### src/rtl/wlb_pkg.sv
// Shared types and constants for the worker load balancer.
`default_nettype none
package wlb_pkg;

  // Request codes carried in req_type.
  localparam logic [1:0] REQ_ASSIGN  = 2'd0;
  localparam logic [1:0] REQ_RELEASE = 2'd1;
  localparam logic [1:0] REQ_CLEAR   = 2'd2;
  localparam logic [1:0] REQ_NONE    = 2'd3;

  // Result status codes.
  localparam logic [2:0] ST_ASSIGNED = 3'd0;
  localparam logic [2:0] ST_RELEASED = 3'd1;
  localparam logic [2:0] ST_RETIRED  = 3'd2;
  localparam logic [2:0] ST_INACTIVE = 3'd3;
  localparam logic [2:0] ST_FULL     = 3'd4;
  localparam logic [2:0] ST_CLEARED  = 3'd5;

  // Configuration register indexes.
  localparam logic CFG_POOL_MODE  = 1'b0;
  localparam logic CFG_POOL_LIMIT = 1'b1;

  localparam logic [15:0] POOL_LIMIT_RESET = 16'd10;
  localparam logic [15:0] FIXED_DEFAULT    = 16'd10;
  localparam logic [15:0] CAP_DEFAULT      = 16'd1000;
  localparam logic [15:0] LOAD_MAX         = 16'hFFFF;

  typedef struct packed {
    logic [1:0] req_type;
    logic [3:0] worker_index;
  } req_t;

  typedef struct packed {
    logic [2:0]  status;
    logic [3:0]  chosen_worker;
    logic [15:0] worker_load;
  } rsp_t;

  // Commands from the controller to the datapath.
  typedef struct packed {
    logic accept;
    logic setup;
    logic scan;
    logic rel_rd;
    logic finish;
  } cmd_t;

  // Status from the datapath to the controller.
  typedef struct packed {
    logic started;
    logic scan_last;
  } stat_t;

endpackage
`default_nettype wire

### src/rtl/wlb_ram.sv
// Generic single-write, single-read RAM with registered read data.
`default_nettype none
module wlb_ram #(
  parameter int WIDTH = 16,
  parameter int DEPTH = 16
) (
  input  wire logic                     clk,
  input  wire logic                     wr_en,
  input  wire logic [$clog2(DEPTH)-1:0] wr_addr,
  input  wire logic [WIDTH-1:0]         wr_data,
  input  wire logic [$clog2(DEPTH)-1:0] rd_addr,
  output logic      [WIDTH-1:0]         rd_data
);

  logic [WIDTH-1:0] mem [DEPTH];

  always_ff @(posedge clk) begin
    if (wr_en) begin
      mem[wr_addr] <= wr_data;
    end
    rd_data <= mem[rd_addr];
  end

endmodule
`default_nettype wire

### src/rtl/wlb_datapath.sv
// Datapath of the worker load balancer: pool state, load scan and result register.
`default_nettype none
module wlb_datapath #(
  parameter int MAX_WORKERS = 16
) (
  input  wire logic          clk,
  input  wire logic          rst,
  input  wire wlb_pkg::cmd_t cmd,
  output wlb_pkg::stat_t     stat,
  input  wire wlb_pkg::req_t request,
  input  wire logic          cfg_write,
  input  wire logic          cfg_index,
  input  wire logic [15:0]   cfg_data,
  output logic               done,
  output wlb_pkg::rsp_t      result
);

  localparam int IW = $clog2(MAX_WORKERS);
  localparam int CW = $clog2(MAX_WORKERS + 1);

  // Configuration registers.
  logic        pool_mode;
  logic [15:0] pool_limit;

  // Pool state.
  logic                   started;
  logic                   run_mode;
  logic [15:0]            run_limit;
  logic [MAX_WORKERS-1:0] active;
  logic [MAX_WORKERS-1:0] lvalid;
  logic [CW-1:0]          active_cnt;

  wlb_pkg::req_t req_q;

  // Scan state.
  logic [IW-1:0] scan_cnt;
  logic          cmp_en;
  logic [IW-1:0] cmp_idx;
  logic          found;
  logic [IW-1:0] best_idx;
  logic [15:0]   best_load;
  logic          free_found;
  logic [IW-1:0] free_idx;

  // Load memory.
  logic          wr_en;
  logic [IW-1:0] wr_addr;
  logic [15:0]   wr_data;
  logic [IW-1:0] rd_addr;
  logic [15:0]   rd_data;

  wlb_ram #(
    .WIDTH(16),
    .DEPTH(MAX_WORKERS)
  ) u_load_ram (
    .clk    (clk),
    .wr_en  (wr_en),
    .wr_addr(wr_addr),
    .wr_data(wr_data),
    .rd_addr(rd_addr),
    .rd_data(rd_data)
  );

  // Pool setup values taken from the configuration registers.
  logic [15:0]            fix_lim;
  logic [15:0]            cap_lim;
  logic [CW-1:0]          fix_cnt;
  logic [MAX_WORKERS-1:0] fix_active;
  logic [MAX_WORKERS-1:0] cap_active;

  always_comb begin
    fix_lim = (pool_limit == '0) ? wlb_pkg::FIXED_DEFAULT : pool_limit;
    cap_lim = (pool_limit == '0) ? wlb_pkg::CAP_DEFAULT : pool_limit;
    fix_cnt = (32'(fix_lim) >= MAX_WORKERS) ? CW'(MAX_WORKERS) : CW'(fix_lim);
    for (int i = 0; i < MAX_WORKERS; i++) begin
      fix_active[i] = (CW'(i) < fix_cnt);
    end
    cap_active    = '0;
    cap_active[0] = 1'b1;
  end

  // Compare stage of the scan: a load unit never written since the last clear reads as zero.
  logic [15:0] cmp_load;
  logic        cmp_act;
  logic        take;
  logic        free_take;

  always_comb begin
    cmp_load  = lvalid[cmp_idx] ? rd_data : '0;
    cmp_act   = active[cmp_idx];
    if (!run_mode) begin
      take = cmp_act && (!found || (cmp_load < best_load));
    end else begin
      take = !found && cmp_act && (cmp_load < run_limit);
    end
    free_take = run_mode && !free_found && !cmp_act;
  end

  // Finish logic.
  logic          rel_in_range;
  logic [IW-1:0] rel_idx;
  logic          rel_ok;
  logic [15:0]   rel_load;
  logic [15:0]   rel_new;
  logic          retire;
  logic          asg_hit;
  logic          asg_grow;
  logic [IW-1:0] asg_idx;
  logic [15:0]   asg_base;
  logic [15:0]   asg_new;

  always_comb begin
    rel_in_range = (32'(req_q.worker_index) < MAX_WORKERS);
    rel_idx      = IW'(req_q.worker_index);
    rel_ok       = rel_in_range && active[rel_idx];
    rel_load     = lvalid[rel_idx] ? rd_data : '0;
    rel_new      = (rel_load == '0) ? '0 : rel_load - 16'd1;
    retire       = run_mode && (rel_new == '0) && (active_cnt > CW'(1));
    asg_grow     = !found && free_found;
    asg_hit      = found || free_found;
    asg_idx      = found ? best_idx : free_idx;
    asg_base     = found ? best_load : '0;
    asg_new      = (asg_base == wlb_pkg::LOAD_MAX) ? wlb_pkg::LOAD_MAX : asg_base + 16'd1;
  end

  always_comb begin
    rd_addr = cmd.rel_rd ? rel_idx : scan_cnt;
    wr_en   = 1'b0;
    wr_addr = rel_idx;
    wr_data = rel_new;
    if (cmd.finish) begin
      if (req_q.req_type == wlb_pkg::REQ_ASSIGN) begin
        wr_en   = asg_hit;
        wr_addr = asg_idx;
        wr_data = asg_new;
      end else if (req_q.req_type == wlb_pkg::REQ_RELEASE) begin
        wr_en = rel_ok;
      end
    end
  end

  assign stat.started   = started;
  assign stat.scan_last = (scan_cnt == IW'(MAX_WORKERS - 1));

  // Configuration registers.
  always_ff @(posedge clk) begin
    if (rst) begin
      pool_mode  <= 1'b0;
      pool_limit <= wlb_pkg::POOL_LIMIT_RESET;
    end else if (cfg_write) begin
      case (cfg_index)
        wlb_pkg::CFG_POOL_MODE:  pool_mode  <= cfg_data[0];
        wlb_pkg::CFG_POOL_LIMIT: pool_limit <= cfg_data;
        default: ;
      endcase
    end
  end

  // Request latch and scan registers.
  always_ff @(posedge clk) begin
    if (cmd.accept) begin
      req_q <= request;
    end
    if (cmd.scan) begin
      cmp_idx <= scan_cnt;
    end
    if (cmp_en && take) begin
      best_idx  <= cmp_idx;
      best_load <= cmp_load;
    end
    if (cmp_en && free_take) begin
      free_idx <= cmp_idx;
    end
  end

  always_ff @(posedge clk) begin
    if (rst) begin
      scan_cnt   <= '0;
      cmp_en     <= 1'b0;
      found      <= 1'b0;
      free_found <= 1'b0;
    end else begin
      cmp_en <= cmd.scan;
      if (cmd.accept) begin
        scan_cnt   <= '0;
        found      <= 1'b0;
        free_found <= 1'b0;
      end else begin
        if (cmd.scan) begin
          scan_cnt <= scan_cnt + IW'(1);
        end
        if (cmp_en && take) begin
          found <= 1'b1;
        end
        if (cmp_en && free_take) begin
          free_found <= 1'b1;
        end
      end
    end
  end

  // Pool state.
  always_ff @(posedge clk) begin
    if (rst) begin
      started    <= 1'b0;
      run_mode   <= 1'b0;
      run_limit  <= '0;
      active     <= '0;
      lvalid     <= '0;
      active_cnt <= '0;
    end else if (cmd.setup) begin
      started  <= 1'b1;
      run_mode <= pool_mode;
      lvalid   <= '0;
      if (!pool_mode) begin
        run_limit  <= fix_lim;
        active     <= fix_active;
        active_cnt <= fix_cnt;
      end else begin
        run_limit  <= cap_lim;
        active     <= cap_active;
        active_cnt <= CW'(1);
      end
    end else if (cmd.finish) begin
      case (req_q.req_type)
        wlb_pkg::REQ_ASSIGN: begin
          if (asg_hit) begin
            lvalid[asg_idx] <= 1'b1;
          end
          if (asg_grow) begin
            active[asg_idx] <= 1'b1;
            active_cnt      <= active_cnt + CW'(1);
          end
        end
        wlb_pkg::REQ_RELEASE: begin
          if (rel_ok) begin
            lvalid[rel_idx] <= 1'b1;
            if (retire) begin
              active[rel_idx] <= 1'b0;
              active_cnt      <= active_cnt - CW'(1);
            end
          end
        end
        wlb_pkg::REQ_CLEAR: begin
          lvalid <= '0;
        end
        default: ;
      endcase
    end
  end

  // Result register.
  always_ff @(posedge clk) begin
    if (rst) begin
      done <= 1'b0;
    end else begin
      done <= cmd.finish;
    end
  end

  wlb_pkg::rsp_t result_next;

  always_comb begin
    result_next.status        = wlb_pkg::ST_INACTIVE;
    result_next.chosen_worker = '0;
    result_next.worker_load   = '0;
    case (req_q.req_type)
      wlb_pkg::REQ_ASSIGN: begin
        if (asg_hit) begin
          result_next.status        = wlb_pkg::ST_ASSIGNED;
          result_next.chosen_worker = 4'(asg_idx);
          result_next.worker_load   = asg_new;
        end else begin
          result_next.status = wlb_pkg::ST_FULL;
        end
      end
      wlb_pkg::REQ_RELEASE: begin
        if (rel_ok) begin
          result_next.chosen_worker = 4'(rel_idx);
          if (retire) begin
            result_next.status = wlb_pkg::ST_RETIRED;
          end else begin
            result_next.status      = wlb_pkg::ST_RELEASED;
            result_next.worker_load = rel_new;
          end
        end
      end
      wlb_pkg::REQ_CLEAR: begin
        result_next.status = wlb_pkg::ST_CLEARED;
      end
      default: ;
    endcase
  end

  always_ff @(posedge clk) begin
    if (cmd.finish) begin
      result <= result_next;
    end
  end

endmodule
`default_nettype wire

### src/rtl/wlb_ctrl.sv
// Controller state machine of the worker load balancer.
`default_nettype none
module wlb_ctrl (
  input  wire logic           clk,
  input  wire logic           rst,
  input  wire logic           start,
  input  wire logic [1:0]     req_type,
  input  wire wlb_pkg::stat_t stat,
  output wlb_pkg::cmd_t       cmd,
  output logic                busy
);

  typedef enum logic [5:0] {
    S_IDLE      = 6'b000001,
    S_SETUP     = 6'b000010,
    S_SCAN      = 6'b000100,
    S_SCAN_LAST = 6'b001000,
    S_REL_RD    = 6'b010000,
    S_FINISH    = 6'b100000
  } state_t;

  state_t     state;
  state_t     state_next;
  logic [1:0] op;

  function automatic state_t op_state(input logic [1:0] code);
    state_t s;
    case (code)
      wlb_pkg::REQ_ASSIGN:  s = S_SCAN;
      wlb_pkg::REQ_RELEASE: s = S_REL_RD;
      default:              s = S_FINISH;
    endcase
    return s;
  endfunction

  always_comb begin
    cmd        = '0;
    state_next = state;
    case (state)
      S_IDLE: begin
        if (start) begin
          cmd.accept = 1'b1;
          if (req_type == wlb_pkg::REQ_NONE) begin
            state_next = S_FINISH;
          end else if (!stat.started) begin
            state_next = S_SETUP;
          end else begin
            state_next = op_state(req_type);
          end
        end
      end
      S_SETUP: begin
        cmd.setup  = 1'b1;
        state_next = op_state(op);
      end
      S_SCAN: begin
        cmd.scan = 1'b1;
        if (stat.scan_last) begin
          state_next = S_SCAN_LAST;
        end
      end
      S_SCAN_LAST: begin
        state_next = S_FINISH;
      end
      S_REL_RD: begin
        cmd.rel_rd = 1'b1;
        state_next = S_FINISH;
      end
      S_FINISH: begin
        cmd.finish = 1'b1;
        state_next = S_IDLE;
      end
      default: begin
        state_next = S_IDLE;
      end
    endcase
  end

  always_ff @(posedge clk) begin
    if (rst) begin
      state <= S_IDLE;
    end else begin
      state <= state_next;
    end
  end

  always_ff @(posedge clk) begin
    if (cmd.accept) begin
      op <= req_type;
    end
  end

  assign busy = (state != S_IDLE);

endmodule
`default_nettype wire

### src/rtl/worker_load_balancer.sv
// Top level of the worker load balancer: controller, datapath and load memory.
`default_nettype none
// The block hands jobs to worker slots and keeps a 16-bit saturating load count
// for each slot. A transaction is taken when start is high while busy is low;
// its single result is registered on result, with done high for exactly one
// cycle, and the receiver cannot stall it. The first assign, release or clear
// sets up the pool from pool_mode and pool_limit, which adds the setup state
// to that transaction; register writes after that have no effect until reset.
// An assign walks all MAX_WORKERS load entries through the one read port of
// the load memory, one entry per cycle with a single comparator, in the scan
// state, then the last-scan and finish states; done is registered from the
// finish state. A release does one read and one write, through the read state
// and the finish state; a clear, or an unused request code, goes from idle
// straight to the finish state. Clearing the loads costs no sweep: each memory
// entry has a valid bit, and an entry whose bit is clear reads as zero load.
module worker_load_balancer #(
  parameter int MAX_WORKERS = 16
) (
  input  wire logic          clk,
  input  wire logic          rst,
  input  wire logic          start,
  output logic               busy,
  input  wire wlb_pkg::req_t request,
  output logic               done,
  output wlb_pkg::rsp_t      result,
  input  wire logic          cfg_write,
  input  wire logic          cfg_index,
  input  wire logic [15:0]   cfg_data
);

  // Command and status between the controller and the datapath.
  wlb_pkg::cmd_t  cmd;
  wlb_pkg::stat_t stat;

  wlb_ctrl u_ctrl (
    .clk     (clk),
    .rst     (rst),
    .start   (start),
    .req_type(request.req_type),
    .stat    (stat),
    .cmd     (cmd),
    .busy    (busy)
  );

  // The datapath owns the configuration registers, the pool state, the scan
  // registers and the registered result.
  wlb_datapath #(
    .MAX_WORKERS(MAX_WORKERS)
  ) u_datapath (
    .clk      (clk),
    .rst      (rst),
    .cmd      (cmd),
    .stat     (stat),
    .request  (request),
    .cfg_write(cfg_write),
    .cfg_index(cfg_index),
    .cfg_data (cfg_data),
    .done     (done),
    .result   (result)
  );

endmodule
`default_nettype wire
### config.mk
export PLATFORM = sky130hd
export DESIGN_NAME = worker_load_balancer
export DESIGN_NICKNAME = d
export VERILOG_FILES = /design/src/rtl/wlb_pkg.sv /design/src/rtl/wlb_ram.sv /design/src/rtl/wlb_datapath.sv /design/src/rtl/wlb_ctrl.sv /design/src/rtl/worker_load_balancer.sv
export SDC_FILE = /design/constraint.sdc
export NUM_CORES = 1
export LEC_CHECK = 0
export BUFFER_PORTS_ARGS = -buffer_cell sky130_fd_sc_hd__buf_4
export CELL_PAD_IN_SITES_DETAIL_PLACEMENT = 1
export CELL_PAD_IN_SITES_GLOBAL_PLACEMENT = 1
export CORE_ASPECT_RATIO = 2
export CORE_MARGIN = 5
export CORE_UTILIZATION = 52
export CTS_BUF_LIST = sky130_fd_sc_hd__clkbuf_8
export DETAILED_ROUTE_END_ITERATION = 12
export HOLD_SLACK_MARGIN = 0.1
export PLACE_DENSITY_LB_ADDON = 0.1
export SYNTH_ARGS = -nofsm -noshare
export SYNTH_HDL_FRONTEND = slang
export SYNTH_SLANG_ARGS = --single-unit
### constraint.sdc
create_clock -name clk -period 6.3 [get_ports clk]
set_input_delay 0.315 -clock clk [delete_from_list [all_inputs] [get_ports clk]]
set_output_delay 0.315 -clock clk [all_outputs]
set_load 0.01 [all_outputs]
==> results.yml, run 1 <==
sta:
  hold_violations: 0
  period_needed_ns: 5.49
  tns_ns: 0
  slew_violations: 0
  setup_violations: 0
  skew_ns: 0.0351
  maxSlewHeadroom_pct: 20.3
  fmax_ghz: 0.182
  rsz0062_at_grt: "no"
  tightest_slew_ns: 1.20
  fin_crit_sh_pct: 87.2
run_status:
  status: "complete, no violations"
clock_tree:
  cts.reportedPaths.clkPinSlew_ns: 0.07
  clock-sinks: 415
  h-tree-depth: 2
  cts_tree: "built"
  ctsRootBufferMaster: "clkbuf_8"
  cts_resized: 0
  cts_buffer_depth: 3
  clk_latency_ns: 0.66
  cts_made_buffers: 59
layout:
  final-instance-count-excl-fill: 2326
  drive_gt1_share_pct: 13.5
  area_growth_pct: 12.8
  final_nets: 1885
floorplanning:
  die_w_microns: 146
  fp.coreArea_sq_um: 36500
  num_rows: 99
  die_h_microns: 282
  dieArea_sq_um: 41100
  initial_utilization_pct: 52.5
  io_pins: 52
logic_synthesis:
  synth_top_area_share_pct: 49.0
  synth.largest_area_cell: "edfxtp_1"
  synth_area_leaders: "edfxtp_1 (49%), dfxtp_1 (11%), nand2_1 (5.2%), a211oi_1 (3.8%), a21oi_1 (3.8%)"
  yosysMostFrequentCell: "edfxtp_1"
  synth-seq-cells: 415
  synthTopCellsByCount: "edfxtp_1 (313), nand2_1 (265), a21oi_1 (147), nor2_1 (118), dfxtp_1 (102)"
  synth_edf_count: 313
  synth_ff_type: "edfxtp_1"
  synthArstFlopShare_pct: 0
  ys_types: 71
  avgSynthCellArea_sq_um: 11.0
  ys_seq_area_share_pct: 59.6
  syn_area_sq_um: 19200
  mappedNetlistNets: 1811
  ys_warn_count: 0
  syn_inst: 1748
worst_setup_path:
  crit_start: "u_datapath.rel_idx[0]"
  critPathArrivalTime_ns: 5.85
  r2r-start: "u_datapath.rel_idx[0]"
  crit_type: "reg2reg"
  cp-end-kind: "flip-flop"
  crit_fanout: 18
  critPathRequiredTime_ns: 6.66
  critPathLaunchType: "flip-flop"
global_route:
  grt_use_total_pct: 29.0
  overflow: 0
  grt_pass1_wl_microns: 92100
  antenna_found_initial: 1
  grt_pass1_vias: 15900
  grt_max_degree: 129
route:
  drt-pass1-iter-count: 5
  routed_wl_microns: 60000
  drc_errors: 0
  avgRoutedWirePerCell_microns: 25.8
  postRouteAntennaNets: 0
  vias: 14700
  routed_via_density: 6.33
  drtIter0Drc: 858
placed_design:
  place_congestion: 0.937
  dpl.cell_count: 2191
  portBuffers: 51
  dp_hpwl_microns: 41100
run:
  max_cap_viol_count: 0
min_path:
  hp-start: "rst"
  worstHoldPathType: "in2reg"
pwr:
  leakage_nw: 7.58
  p_per_area_nw_per_um2: 272
  peakVddDrop_uv: 207
-- power breakdown --
part	internal [mW]	switching, mW	total (mW)
clock network	1.14	1.06	2.20
registers	3.08	0.0560	3.14
logic	0.180	0.376	0.556
total	4.40	1.50	5.90
-- cell type report --
type / instances / area [sq um]
fill: 3837 / 14900
inverter: 49 / 184
timing repair buffer: 124 / 1000
clock buffer: 73 / 1000
antenna: 1 / 2.50
tap: 454 / 568
multi-input combinational: 1173 / 7220
clock inverter: 37 / 235
sequential: 415 / 11400
-- final timing paths --
| check | slack (ns) | end | cells past startpoint |
|---|---|---|---|
| setup reg to reg | 0.81 | u_datapath.result[11] | 14 |
| setup / recovery | 0.81 | u_datapath.result[11] | 14 |
| hold reg to reg | 0.46 | u_datapath.run_limit[0] | 2 |
| hold / removal | 0.22 | u_datapath.run_limit[7] | 2 |
-- logic make-up after synthesis --
logic type                 count (synthesis)  synth area share [%]
DFF                                      415                  59.6
adders and majority gates                 36                  2.35
muxes                                     34                  2.89
xor gates and xnor gates                  24                  1.10
buffers and inverters                    160                  3.27
AOI/OAI and AO/OA                        466                  15.7
and+or+nand+nor                          613                  15.1
-- routing by layer --
metal / GRT usage, % / vias to the layer above / wire length, microns
met5: 0 / - / 0
met4: 19.4 / 0 / 4380
met3: 3.30 / 212 / 1960
met2: 55.4 / 416 / 32700
met1: 29.4 / 7435 / 20900
li1: - / 6653 / -
-- cell usage in the layout (no fill, tap or decap), types with 34 or more instances in the layout --
master	count
a211oi_1	98
a21oi_1	146
a311oi_1	38
a31oi_1	34
and2_1	72
buf_4	99
clkbuf_8	73
dfxtp_1	102
edfxtp_1	313
ha_1	36
inv_1	66
nand2_1	265
nor2_1	101
nor3_1	35
o21ai_0	62
-- sequential cells by signal, indices dropped and copies added, names as in the netlist, 5 cells and up --
register and flops:
u_ctrl.state 6, u_datapath.active 16, u_datapath.active_cnt 5, u_datapath.best_load 16, u_datapath.lvalid 16, u_datapath.pool_limit 16
u_datapath.result 23, u_datapath.run_limit 16, u_datapath.u_load_ram.mem 256, u_datapath.u_load_ram.rd_data 16
-- critical path, stage by stage, from the launching register on --
cell,delay (ns)
edfxtp_1,0.91
mux4_2,0.60
o22ai_1,0.27
o22ai_1,0.15
buf_4,0.22
and2_1,0.20
inv_1,0.09
ha_1,0.41
nor3b_1,0.46
nand4_1,0.19
mux2_4,0.37
o41ai_4,0.56
nand2_1,0.16
nand3_1,0.40
o22ai_1,0.19
-- metrics by stage --
| step | utilization (%) | power [mW] | setup slack (ns) | cell area (sq um) | hold slack, ns |
|---|---|---|---|---|---|
| after floorplan | - | 3.49 | 1.61 | 19200 | 0.414 |
| after global routing | 59.3 | 6.13 | 0.576 | 21700 | 0.241 |
| after global placement | 55.2 | 3.71 | 1.05 | 20200 | 0.444 |
| final | 59.3 | 5.90 | 0.809 | 21700 | 0.223 |
| after detailed placement | 55.2 | 3.73 | 0.888 | 20200 | 0.455 |
| after CTS | 59.3 | 5.94 | 0.866 | 21700 | 0.196 |
-- repair_timing --
action | in CTS | in global routing
hold endpoints to repair | 28 | 0
setup buffers | 0 | 0
hold buffers | 24 | 0
No activity file was read; power rests on OpenSTA's default activity.
==> inputs of run 2 (changes only) <==
Settings changed: CORE_UTILIZATION 52 to 54, SYNTH_HIERARCHICAL set to 1.
==> run 2 against run 1 <==
Effect of this change:
- first-iteration DRC count shrank 7.3%
- largest cell class unchanged
- flip-flop and latch count grew 2
- utilization grew 2.1 points
- setup slack lost 0.019 ns
- worst hold slack lost 0.035 ns
- highest routed layer unchanged
- total power shrank 1.1%
- critical endpoint is now u_datapath/active[14]
- cell count shrank 13%
- sequential power is essentially flat
- register-to-register slack lost 0.02 ns
- via count shrank 13%
- sequential share of layout area grew 1.0 points
==> results.yml, run 2 <==
min_path:
  holdPathEnd: "u_datapath/started"
  hp-start: "rst"
  worstHoldPathType: "in2reg"
  hold_path_depth: 2
clock_tree:
  ctsRootBufferMaster: "clkbuf_8"
  postCtsSetupBuffers: 0
  cts.reportedPaths.clkPinSlew_ns: 0.07
  cts_buffer_depth: 3
  h-tree-depth: 2
  clk_latency_ns: 0.65
  clock-sinks: 417
  cts_made_buffers: 58
  cts_tree: "built"
  cts_resized: 0
pwr:
  peakVddDrop_uv: 237
  leakage_nw: 7.21
  p_per_area_nw_per_um2: 273
worst_setup_path:
  cp-end-kind: "flip-flop"
  crit_type: "reg2reg"
  r2r-start: "u_datapath/rel_idx[0]"
  crit_fanout: 19
  critPathRequiredTime_ns: 6.87
  critPathLaunchType: "flip-flop"
  timing.rr.end: "u_datapath/active[14]"
  ff2ff_path_depth: 14
  critPathArrivalTime_ns: 6.08
  r2r_slack_ns: 0.79
floorplanning:
  die_w_microns: 142
  fp.coreArea_sq_um: 34800
  die_h_microns: 275
  num_rows: 97
  dieArea_sq_um: 39100
  initial_utilization_pct: 54.3
  io_pins: 52
logic_synthesis:
  syn_inst: 1434
  avgSynthCellArea_sq_um: 13.2
  ys_types: 76
  synth_edf_count: 315
  ys_seq_area_share_pct: 60.8
  ys_warn_count: 6
  yosysMostFrequentCell: "edfxtp_1"
  synth.largest_area_cell: "edfxtp_1"
  synth_ff_type: "edfxtp_1"
  synth-seq-cells: 417
  synth_top_area_share_pct: 50.0
  synthArstFlopShare_pct: 0
  mappedNetlistNets: 1498
  synthTopCellsByCount: "edfxtp_1 (315), nand2_1 (130), nor2_1 (111), dfxtp_1 (102), a21oi_1 (96)"
  syn_area_sq_um: 18900
  synth_area_leaders: "edfxtp_1 (50%), dfxtp_1 (11%), mux4_2 (8.2%), nand2_1 (2.6%), a21oi_1 (2.5%)"
placed_design:
  dp_hpwl_microns: 38100
  preCtsSetupSlack_ns: 0.880
  portBuffers: 51
  place_congestion: 0.900
global_route:
  grt_max_degree: 65
  grt_pass1_wl_microns: 83700
  grt_use_total_pct: 28.5
  overflow: 0
  grt_pass1_vias: 13900
  antenna_found_initial: 1
sta:
  rsz0062_at_grt: "no"
  hold_violations: 0
  tns_ns: 0
  fmax_ghz: 0.182
  fin_crit_sh_pct: 87.4
  setup_violations: 0
  period_needed_ns: 5.51
  maxSlewHeadroom_pct: 12.2
  slew_violations: 0
  holdWs_ns: 0.188
  tightest_slew_ns: 1.28
  setup_slack_ns: 0.791
  skew_ns: 0.0297
layout:
  regMostFlops: "u_datapath/u_load_ram/mem"
  area_growth_pct: 12.9
  reg_top3: "u_datapath/u_load_ram/mem x256, u_datapath/result x23"
  final_nets: 1592
  drive_gt1_share_pct: 19.0
  n_fill_cell: 3394
  layout_commonest_cell: "edfxtp_1"
  final_cell_mix: "edfxtp_1 (315), nand2_1 (130), dfxtp_1 (102)"
  largest_reg_flops: 256
run:
  max_cap_viol_count: 0
run_status:
  status: "complete, no violations"
route:
  drc_errors: 0
  avgRoutedWirePerCell_microns: 27.2
  vias: 12700
  drtIter0Drc: 795
  postRouteAntennaNets: 0
  drt-pass1-iter-count: 5
  routed_via_density: 6.29
  routed_wl_microns: 55100
run 2: cell types whose count changed after synthesis, moves of 37 or more:
| cell | before | now |
|---|---|---|
| nand2_1 | 265 | 130 |
| mux4_2 | 16 | 69 |
| a311oi_1 | 38 | 1 |
| a21oi_1 | 147 | 96 |
| a22oi_1 | 0 | 37 |
| and2_1 | 72 | 26 |
| clkbuf_1 | 93 | 53 |
| a211oi_1 | 98 | 4 |
run 2: cell type report:
type / count / area [sq um] / share of cell area, %
diodes: 1 / 2.50 / 0.0117
clock buffers: 58 / 798 / 3.74
clock inverters: 52 / 478 / 2.24
inverters: 47 / 176 / 0.826
multi-input cells: 892 / 6950 / 32.5
flip-flops and latches: 417 / 11500 / 53.8
well taps: 445 / 557 / 2.61
repair buffers: 112 / 901 / 4.22
run 2: worst max-delay path by stage:
stage / endpoint / depth (start not counted) / slack, ns / start
3_5_place_dp: u_datapath/active[12] / 14 / 0.88 / u_datapath/rel_idx[0]
2_1_floorplan: u_datapath/u_load_ram/mem[0][0] / 8 / 0.61 / u_ctrl/state[3]
4_1_cts: u_datapath/active[14] / 14 / 0.84 / u_datapath/rel_idx[0]
6_report: u_datapath/active[14] / 14 / 0.79 / u_datapath/rel_idx[0]
3_3_place_gp: u_datapath/active[15] / 14 / 1.07 / u_datapath/rel_idx[0]
5_1_grt: u_datapath/active[14] / 14 / 0.35 / u_datapath/rel_idx[0]
run 2: what timing repair did:
action / CTS / global route
hold buffers: 24 / 0
setup endpoints to repair: 0 / 0
endpoints found under the hold margin: 29 / 0
run 2: kinds of logic (layout without fill, tap and decap cells):
group	after synthesis	in the layout	synth area share, %
AOI/OAI and AO/OA	299	299	10.6
xor gates and xnor gates	28	28	1.30
adders and majority gates	37	37	2.45
buffers and inverters	125	269	2.88
DFF	417	417	60.8
muxes	114	114	11.5
other	0	1	0
and+or+nand+nor	414	414	10.5
run 2: through the flow:
step / utilization, % / instances / area [sq um] / power (mW)
global placement: 57.0 / 1889 / 19800 / 3.53
global route: 61.3 / 2024 / 21400 / 6.06
CTS: 61.3 / 2023 / 21400 / 5.87
finish: 61.3 / 2024 / 21400 / 5.83
detailed placement: 57.0 / 1889 / 19800 / 3.56
floorplan: - / 1434 / 18900 / 3.39
run 2: worst max-delay path, stage by stage (launching register included):
cell	delay (ns)
edfxtp_1	0.96
mux2i_1	0.20
a22oi_1	0.27
a21oi_1	0.21
nor2_1	0.52
nand2_1	0.22
ha_1	0.44
xnor2_1	0.24
nand4b_1	0.09
or4b_1	0.53
a2111o_1	0.32
o31ai_1	0.31
a31o_2	0.24
or2_1	0.57
o221a_1	0.31
run 2: layer usage:
metal,vias up,routed length [microns],track usage [%]
li1,5698,-,-
met4,0,3130,14.0
met5,-,0,0
met3,159,2170,3.58
met1,6503,18900,30.1
met2,374,30900,54.7
run 2: power by group:
part           total [mW]  leakage [nW]  switching, mW  internal, mW
Combinational       0.407          2.86          0.283         0.123
Clock                2.32         0.666           1.10          1.22
Sequential           3.11          3.68         0.0409          3.07
Total                5.83          7.21           1.42          4.41
